File: src/rtl/windowed_peak_current_meter_macros.svh
// Assertion macros used by the RTL module windowed_peak_current_meter.sv.
`ifndef WINDOWED_PEAK_CURRENT_METER_MACROS_SVH
`define WINDOWED_PEAK_CURRENT_METER_MACROS_SVH

// The consequent must hold in the same cycle as the antecedent.
`define WPCM_ASSERT_NOW(label, ante, cons, msg) \
  label: assert property (@(posedge clk) disable iff (!rst_n) (ante) |-> (cons)) \
    else $error(msg);

// The consequent must hold in the cycle after the antecedent.
`define WPCM_ASSERT_NEXT(label, ante, cons, msg) \
  label: assert property (@(posedge clk) disable iff (!rst_n) (ante) |=> (cons)) \
    else $error(msg);

`endif

File: src/rtl/wpcm_pkg.sv
package wpcm_pkg;

  localparam int CODE_W = 10;
  localparam int TICK_W = 16;
  localparam int MA_W   = 15;
  localparam int MAG_W  = 13;
  localparam int TEN_W  = 14;
  localparam int CONV_W = 32;
  localparam int PROD_W = MAG_W + CONV_W;
  localparam int ADDR_W = 3;
  localparam int DATA_W = 32;

  localparam logic [TICK_W-1:0] WINDOW_RESET = 16'd500;
  localparam logic [TICK_W-1:0] TICK_MAX     = 16'hFFFF;
  localparam logic [TEN_W-1:0]  CODE_OFFSET  = 14'd5115;
  // Fractional part of the code-to-milliamp factor in Q32; the integer part is one.
  localparam logic [CONV_W-1:0] CONV_FRAC    = 32'd3126832557;
  localparam logic signed [MA_W-1:0] MA_LIMIT = 15'sd8839;

  typedef enum logic {
    ACT_SAMPLE = 1'b0,
    ACT_TICK   = 1'b1
  } action_t;

  typedef enum logic {
    REG_WINDOW = 1'b0,
    REG_NONE   = 1'b1
  } reg_idx_t;

  typedef struct packed {
    action_t             action;
    logic [CODE_W-1:0]   sample;
  } in_item_t;

  typedef struct packed {
    logic signed [MA_W-1:0] current_ma;
    logic [CODE_W-1:0]      filtered_code;
  } out_item_t;

endpackage

File: src/rtl/windowed_peak_current_meter.sv
// Channel | Direction | Handshake            | Request payload
// in_     | input     | in_valid / in_stall   | in_item_t: action, sample
// out_    | output    | out_valid / out_stall | out_item_t: current_ma, filtered_code
// cfg     | APB       | psel / penable        | window_ticks at byte address 0
//
// One request is taken every cycle while in_stall is low; peak, window and counter state settle in that cycle.
// A reading passes the s1, s2 and output registers in turn after its sample request.
// The conversion multiply and the rounding add each have a pipeline stage of their own.
// Reset is synchronous on rst_n and clears all control state and the window to 500.
// in_stall rises only when all three result stages hold readings and out_stall is high.

`include "windowed_peak_current_meter_macros.svh"

module windowed_peak_current_meter
  import wpcm_pkg::*;
(
  input  logic              clk,
  input  logic              rst_n,
  input  logic              in_valid,
  output logic              in_stall,
  input  in_item_t          in_data,
  output logic              out_valid,
  input  logic              out_stall,
  output out_item_t         out_data,
  input  logic              psel,
  input  logic              penable,
  input  logic              pwrite,
  input  logic [ADDR_W-1:0] paddr,
  input  logic [DATA_W-1:0] pwdata,
  output logic [DATA_W-1:0] prdata,
  output logic              pready
);

  logic [TICK_W-1:0] window_r, window_nxt;
  logic [CODE_W-1:0] peak_r, peak_nxt;
  logic [CODE_W-1:0] prev_r, prev_nxt;
  logic [TICK_W-1:0] tick_r, tick_nxt;

  logic              s1_v_r, s1_v_nxt;
  logic [CODE_W-1:0] s1_filt_r;
  logic              s2_v_r, s2_v_nxt;
  logic [PROD_W-1:0] s2_prod_r;
  logic [MAG_W-1:0]  s2_mag_r;
  logic              s2_neg_r;
  logic [CODE_W-1:0] s2_filt_r;
  logic              out_v_r, out_v_nxt;
  out_item_t         out_data_r;

  reg_idx_t          reg_idx;
  logic              cfg_wr;
  logic              in_acc;
  logic              fire;
  logic [CODE_W-1:0] peak_upd;
  logic [CODE_W:0]   blend_sum;
  logic [CODE_W-1:0] filt;
  logic              out_ready, s2_ready, s1_ready;
  logic [TEN_W-1:0]  s1_ten;
  logic              s1_neg;
  logic [MAG_W-1:0]  s1_mag;
  logic [PROD_W:0]   rnd_sum;
  logic [MAG_W:0]    frac_ma;
  logic [MAG_W:0]    mag_ma;
  logic [MA_W-1:0]   ma_val;

  assign reg_idx = reg_idx_t'(paddr[ADDR_W-1]);
  assign pready  = 1'b1;
  assign cfg_wr  = psel && penable && pwrite && pready;
  assign prdata  = (reg_idx == REG_WINDOW) ? {{(DATA_W-TICK_W){1'b0}}, window_r} : '0;

  assign out_ready = !out_v_r || !out_stall;
  assign s2_ready  = !s2_v_r || out_ready;
  assign s1_ready  = !s1_v_r || s2_ready;
  assign in_stall  = !s1_ready;
  assign in_acc    = in_valid && !in_stall;

  assign peak_upd  = (in_data.sample > peak_r)
                   ? CODE_W'(({1'b0, peak_r} + {1'b0, in_data.sample}) >> 1) : peak_r;
  assign fire      = in_acc && (in_data.action == ACT_SAMPLE) && (tick_r >= window_r);
  assign blend_sum = {1'b0, prev_r} + {1'b0, peak_upd};
  assign filt      = blend_sum[CODE_W:1];

  always_comb begin
    window_nxt = window_r;
    peak_nxt   = peak_r;
    prev_nxt   = prev_r;
    tick_nxt   = tick_r;
    if (cfg_wr && (reg_idx == REG_WINDOW)) begin
      window_nxt = pwdata[TICK_W-1:0];
    end
    if (in_acc) begin
      case (in_data.action)
        ACT_TICK: begin
          if (tick_r != TICK_MAX) begin
            tick_nxt = tick_r + 1'b1;
          end
        end
        ACT_SAMPLE: begin
          if (fire) begin
            peak_nxt = '0;
            prev_nxt = filt;
            tick_nxt = '0;
          end else begin
            peak_nxt = peak_upd;
          end
        end
        default: begin
          tick_nxt = tick_r;
        end
      endcase
    end
  end

  always_comb begin
    s1_v_nxt  = fire || (s1_v_r && !s2_ready);
    s2_v_nxt  = (s1_v_r && s2_ready) || (s2_v_r && !out_ready);
    out_v_nxt = (s2_v_r && out_ready) || (out_v_r && out_stall);
  end

  always_ff @(posedge clk) begin
    if (!rst_n) begin
      window_r <= WINDOW_RESET;
      peak_r   <= '0;
      prev_r   <= '0;
      tick_r   <= '0;
      s1_v_r   <= 1'b0;
      s2_v_r   <= 1'b0;
      out_v_r  <= 1'b0;
    end else begin
      window_r <= window_nxt;
      peak_r   <= peak_nxt;
      prev_r   <= prev_nxt;
      tick_r   <= tick_nxt;
      s1_v_r   <= s1_v_nxt;
      s2_v_r   <= s2_v_nxt;
      out_v_r  <= out_v_nxt;
    end
  end

  // The reading is (10 * code - 5115) times the conversion factor, rounded to nearest.
  assign s1_ten = ({4'b0, s1_filt_r} << 3) + ({4'b0, s1_filt_r} << 1);
  assign s1_neg = s1_ten < CODE_OFFSET;
  assign s1_mag = s1_neg ? MAG_W'(CODE_OFFSET - s1_ten) : MAG_W'(s1_ten - CODE_OFFSET);

  assign rnd_sum = {1'b0, s2_prod_r} + (PROD_W+1)'(64'h8000_0000);
  assign frac_ma = (MAG_W+1)'(rnd_sum >> CONV_W);
  assign mag_ma  = {1'b0, s2_mag_r} + frac_ma;
  assign ma_val  = s2_neg_r ? MA_W'(-{1'b0, mag_ma}) : MA_W'({1'b0, mag_ma});

  always_ff @(posedge clk) begin
    if (fire && s1_ready) begin
      s1_filt_r <= filt;
    end
    if (s1_v_r && s2_ready) begin
      s2_prod_r <= {{CONV_W{1'b0}}, s1_mag} * {{MAG_W{1'b0}}, CONV_FRAC};
      s2_mag_r  <= s1_mag;
      s2_neg_r  <= s1_neg;
      s2_filt_r <= s1_filt_r;
    end
    if (s2_v_r && out_ready) begin
      out_data_r.current_ma    <= ma_val;
      out_data_r.filtered_code <= s2_filt_r;
    end
  end

  assign out_valid = out_v_r;
  assign out_data  = out_data_r;

  `WPCM_ASSERT_NOW(a_stall_full, in_stall, s1_v_r && s2_v_r && out_v_r && out_stall, "input stalled with room in the pipeline")
  `WPCM_ASSERT_NEXT(a_tick_keeps_peak, in_acc && (in_data.action == ACT_TICK), $stable(peak_r) && $stable(prev_r), "tick changed the peak or previous code")
  `WPCM_ASSERT_NEXT(a_fire_clears, fire, (peak_r == '0) && (tick_r == '0) && s1_v_r, "reading did not clear the window state")
  `WPCM_ASSERT_NOW(a_ma_range, out_v_r, (out_data_r.current_ma <= MA_LIMIT) && (out_data_r.current_ma >= -MA_LIMIT), "current reading out of range")

endmodule
File: config.mk
export PLATFORM = sky130hd
export DESIGN_NAME = windowed_peak_current_meter
export DESIGN_NICKNAME = d
export VERILOG_FILES = /design/src/rtl/wpcm_pkg.sv /design/src/rtl/windowed_peak_current_meter.sv
export VERILOG_INCLUDE_DIRS = /design/src /design/src/rtl
export SDC_FILE = /design/constraint.sdc
export NUM_CORES = 1
export LEC_CHECK = 0
export ABC_AREA = 1
export CAP_MARGIN = 10
export CORE_MARGIN = 2
export CORE_UTILIZATION = 50
export DETAILED_ROUTE_END_ITERATION = 8
export DONT_BUFFER_PORTS = 1
export PLACE_DENSITY = 0.69
export SETUP_SLACK_MARGIN = 0.3
export SKIP_CTS_REPAIR_TIMING = 1
export SYNTH_ARGS = -nofsm -noshare
export SYNTH_HDL_FRONTEND = slang
export SYNTH_SLANG_ARGS = --single-unit
File: constraint.sdc
create_clock -name clk -period 9.8 [get_ports clk]
set_input_delay 0.49 -clock clk [delete_from_list [all_inputs] [get_ports clk]]
set_output_delay 0.49 -clock clk [all_outputs]
set_load 0.005 [all_outputs]
Word-level counts from Yosys, hierarchy flattened
Index checks and enable logic that the tools add are counted.

cells by class
  $add $sub $neg = 9
  bitwise gates (word level) = 2
  mux-type cells = 8
  $mul = 1
  equal/unequal tests = 3
  reduce and logical (&&, ||, !) cells = 28
  order comparisons = 3

operators with widths
  operator                                                                 number
  16-bit two-way mux                                                       3
  45-bit by 32-bit adder with 46-bit output, second input constant         1
  13-bit by 32-bit multiplier with 45-bit output, second input constant    1
  16-bit case mux with 2 select lines                                      1
  10-bit by 10-bit adder with 11-bit output                                2
  10-bit two-way mux                                                       2
  16-bit by 1-bit adder with 16-bit output, second input constant          1
  16-bit >= comparator                                                     1
  16-bit inequality test, second input constant                            1
  14-bit negation with 15-bit output                                       1
  13-bit by 11-bit adder with 14-bit output                                1
  13-bit by 14-bit adder with 14-bit output                                1
  14-bit by 13-bit < comparator with 1-bit output, second input constant   1
  14-bit two-way mux                                                       1
  13-bit two-way mux                                                       1
  13-bit subtractor, first input constant                                  1
  13-bit subtractor, second input constant                                 1
  1-bit logical AND                                                        12
  10-bit > comparator                                                      1
  1-bit logical NOT                                                        7
  1-bit logical OR                                                         6
  3-bit AND reduction                                                      2
  2-bit by 1-bit inequality test with 1-bit output, second input constant  1
  2-bit inequality test, second input constant                             1
  other kinds (2)                                                          3

storage, ports and cells
  output and inout bits = 60
  bits of input ports = 53
  register bits = 159
  logic and storage cells = 69

Logic depth before layout (Yosys ltp)
  word-level depth = 9
  gate-level depth with buffers = 40
  gate-level depth less buffers = 40

Worst setup path before layout
OpenSTA, ideal clock, no wires.

  kind = reg2reg
  start point = reg s1_filt_r[0]
  end point = reg s2_prod_r[33], data pin
  library setup time = 0.262 ns
  setup slack = 2.488 ns
  cell stages (with the launch flop) = 38
  arrival = 7.051 ns
  path buffers = 0
  period minus slack after synthesis = 7.312 ns
  data required time = 9.538 ns
  cell sequence = edfxtp_1 -> ha_1 -> fa_1 -> nand2_1 -> nor2_1 -> nand3_1 -> nor2_2 -> nand3_2 -> nand2_2 -> nand2_2 -> nand2_4 -> xor2_1 -> inv_1 -> xor2_2 -> inv_2 -> ha_1 -> nor2_1 -> inv_2 -> [2 not listed] -> fa_1 -> inv_1 -> fa_1 -> inv_1 -> fa_1 -> inv_1 -> ha_1 -> nand2_1 -> nor2_1 -> inv_1 -> nor3_1 -> inv_1 -> nor2_1 -> inv_1 -> nor2_1 -> nand2_1 -> o21ai_1 -> xor2_1

between the ends
  longest elaborated chain between the ends = 4
  elaborated cells on any way between the ends = 6
  those cells by class = 3 x add/sub; 1 x mul; 1 x order compare; 1 x mux

RTL lines
  element                                                                                      line                                                                    source
  start, declared                                                                              windowed_peak_current_meter.sv:40                                       logic [CODE_W-1:0] s1_filt_r;
  start signal, assigned                                                                       windowed_peak_current_meter.sv:151                                      s1_filt_r <= filt;
  13-bit by 11-bit adder with 14-bit output *                                                  windowed_peak_current_meter.sv:140                                      assign s1_ten = ({4'b0, s1_filt_r} << 3) + ({4'b0, s1_filt_r} << 1);
  13-bit subtractor / 14-bit by 13-bit < comparator with 1-bit output (equally long branches)  windowed_peak_current_meter.sv:142, windowed_peak_current_meter.sv:141
  13-bit two-way mux *                                                                         windowed_peak_current_meter.sv:142                                      assign s1_mag = s1_neg ? MAG_W'(CODE_OFFSET - s1_ten) : MAG_W'(s1_ten - CODE_OFFSET);
  net s1_mag[12]                                                                               windowed_peak_current_meter.sv:59                                       logic [MAG_W-1:0] s1_mag;
  13-bit by 32-bit multiplier with 45-bit output *                                             windowed_peak_current_meter.sv:154                                      s2_prod_r <= {{CONV_W{1'b0}}, s1_mag} * {{MAG_W{1'b0}}, CONV_FRAC};
  end signal, assigned                                                                         windowed_peak_current_meter.sv:154
  end, declared                                                                                windowed_peak_current_meter.sv:42                                       logic [PROD_W-1:0] s2_prod_r;

Mark *: on every way through the listed nets, which the timed path passes. The rest lies on a longest branch.
A chain may end at the register's enable or synchronous reset.

Final worst setup path
  start point = reg s1_filt_r[0]
  end point = reg s2_prod_r[41], data pin

Same word-level chain as after synthesis.

==> results.yml <==
worst_setup_path:
  crit_start: "s1_filt_r[0]"
  start_kind: "flip-flop"
  required_ns: 9.95
  critPathMaxFanout: 14
  path_class: "flip-flop to flip-flop"
  r2r-start: "s1_filt_r[0]"
  r2r_setup_slack_ns: 1.32
  critical-path-slowest-cell: "fa_1"
  slowest_delay_ns: 0.59
  endpoint_kind: "flip-flop"
  cp.arrival_ns: 8.63
  critPathMostFrequentCell: "fa_1"
route:
  wirelength_mm: 36.68
  wl_per_cell_um: 16.45
  drc: 0
  drt_iter0_markers: 800
  ant_nets: 0
  drt_pre_antenna_iters: 6
  viasPerCell: 5.256
  dr_total_vias: 11720
sta:
  skew_ns: 0.01470
  drv_slew: 0
  rsz0062_at_grt: "no"
  setup_violations: 0
  relSlewSlack_pct: 40.11
  finalSetupTns_ns: 0
  min_period_ns: 8.484
  finalHoldWorstSlack_ns: 0.1540
  max_freq_ghz: 0.1179
  worst_pin_slew_ns: 0.8953
  setup_ws_ns: 1.316
  timing.final.crit_share_pct: 86.57
  hold_viol: 0
clock_tree:
  htreeDepth: 4
  clock_latency_ns: 0.44
  clk_pin_slew_ns: 0.07
  cts_tree: "built"
  cts_buffer_depth: 2
  clock_sink_count: 127
  cts_made_buffers: 17
  root_buffer: "clkbuf_16"
grt:
  grtUsageTotal_pct: 24.61
  grt_start_max_net_pins: 36
  grt_pass1_wl_mm: 59.59
  overflow: 0
  antenna_found_initial: 0
  grt_pass1_vias: 11660
synth:
  ys_async_sr_fraction_pct: 0
  yosys-top-cells-area: "fa_1, ha_1, edfxtp_1"
  ys_warn_count: 0
  yosysMostFrequentCell: "inv_1"
  synth_area_um2: 14960
  synth-seq-area-share_pct: 21.82
  synthTopCellsByCount: "inv_1, nand2_1, ha_1, fa_1, nor2_1"
  avgSynthCellArea_um2: 8.241
  synth-seq-cells: 127
  synth_cell_type_count: 56
  synth_top_area_share_pct: 19.81
  yosys_most_used_dff: "edfxtp_1"
  synth_edf_count: 72
  synthCells: 1815
  synth_area_leader_cell: "fa_1"
placement:
  place_congestion: 1.006
  dp.cells: 2198
  pre_cts_ws_ns: 1.520
  hpwl_mm: 31.39
  port-buffer-count: 0
layout:
  layout-drive-gt1-share_pct: 3.859
  fillers: 2757
  instances_no_fill: 2230
  fin_nets: 2213
  regArea_um2: 3263
  syn_to_final_growth_pct: 6.809
  multiInputGateArea_um2: 9882
  n_antenna_cell: 0
min_path:
  hp-class: "primary input to flip-flop"
  worstHoldStart: "rst_n"
die:
  die_area_um2: 31310
  core_area_um2: 29560
  start_util_pct: 50.60
  die_width_um: 177.0
  pin_count: 113
  die_h_um: 177.0
  rows: 63
run_status:
  status: "finished, final reports clean"
power:
  ir_drop_v: 0.00009716
  power_w: 0.001301
  cellPowerDensity_nw_per_um2: 81.45
  p_leak_nw: 7.931
flow_run:
  cap_violations: 0
==> cell type report <==
cell class | count | share of cell area (%)
clock buffer | 17 | 2.663
clock inverter | 15 | 1.034
inverter | 451 | 10.60
multi-input combinational | 1222 | 61.85
sequential | 127 | 20.42
tap | 390 | 3.054
timing repair buffer | 8 | 0.3759
==> through the flow <==
step | util (%) | area, um2
finish | 54.05 | 15980
global route | 54.05 | 15980
CTS | 54.05 | 15980
detailed placement | 52.05 | 15390
global placement | 52.05 | 15390
floorplan | - | 15010
==> placed cells by master, fill, tap and decap left out, drive strengths merged, types with 6 or more instances in the layout <==
| cell type | synthesis | routed |
|---|---|---|
| a21oi | 125 | 125 |
| conb | 2 | 17 |
| buf | 18 | 8 |
| nor3 | 33 | 33 |
| clkbuf | 12 | 17 |
| nand3 | 51 | 51 |
| o211ai | 9 | 9 |
| nand2 | 264 | 264 |
| o21ai | 70 | 70 |
| a21o | 7 | 7 |
| o21bai | 8 | 8 |
| or2 | 9 | 9 |
| ha | 185 | 185 |
| a31oi | 14 | 14 |
| edfxtp | 72 | 72 |
| xor2 | 67 | 67 |
| nor2 | 134 | 134 |
| dfxtp | 55 | 55 |
| xnor2 | 18 | 18 |
| fa | 148 | 148 |
| a211oi | 9 | 9 |
| a22o | 6 | 6 |
| nand4 | 10 | 10 |
| inv | 450 | 461 |
==> report_power, final <==
| group | leakage (nW) | internal (W) | switching, W |
|---|---|---|---|
| clock | 0.295 | 0.000362 | 0.000275 |
| combinational | 6.54 | 0.0000322 | 0.0000622 |
| sequential | 1.10 | 0.000565 | 0.00000417 |
| total | 7.93 | 0.000960 | 0.000342 |
==> flip-flops by register name, summed over array words and instances (netlist names) <==
signal	cells
s2_prod_r	15
tick_r	16
s2_v_r	1
window_r	16
s1_filt_r	10
s2_filt_r	10
s1_v_r	1
out_valid	1
s2_mag_r	11
prev_r	10
peak_r	10
out_data	25
s2_neg_r	1
==> critical path, delay by kind of cell (launching register included) <==
| family | cells | cell delay, ns |
|---|---|---|
| adders and majority gates | 8 | 3.64 |
| AOI/OAI and AO/OA | 6 | 1.61 |
| and+or+nand+nor | 10 | 1.05 |
| xor gates and xnor gates | 2 | 0.74 |
| buffers and inverters | 5 | 0.68 |
| DFF | 1 | 0.47 |
==> metal layers <==
| layer | share of wire [%] | vias up | wire length (um) | global-route usage (%) |
|---|---|---|---|---|
| li1 | - | 5726 | - | - |
| met1 | 44 | 5610 | 16050 | 32.04 |
| met2 | 49 | 330 | 17920 | 42.46 |
| met3 | 4.8 | 54 | 1775 | 3.522 |
| met4 | 2.5 | 0 | 932 | 7.335 |
| met5 | 0 | - | 0 | 0 |
==> cell families after synthesis <==
logic type               synth area share, %
XOR/XNOR                               5.328
adder cells (fa/ha/maj)                35.28
buffers and inverters                  12.52
AO/OA/AOI/OAI                          10.47
other                                0.05021
AND/OR/NAND/NOR                        14.46
flip-flops                             21.82
multiplexers                         0.06692
==> final timing paths <==
path / endpoint / cells after the start
setup / recovery: s2_prod_r[41] / 31
hold / removal: window_r[7] / 1
setup reg to reg: s2_prod_r[41] / 31
hold reg to reg: out_data[5] / 0
(Power assumes the default switching activity.)
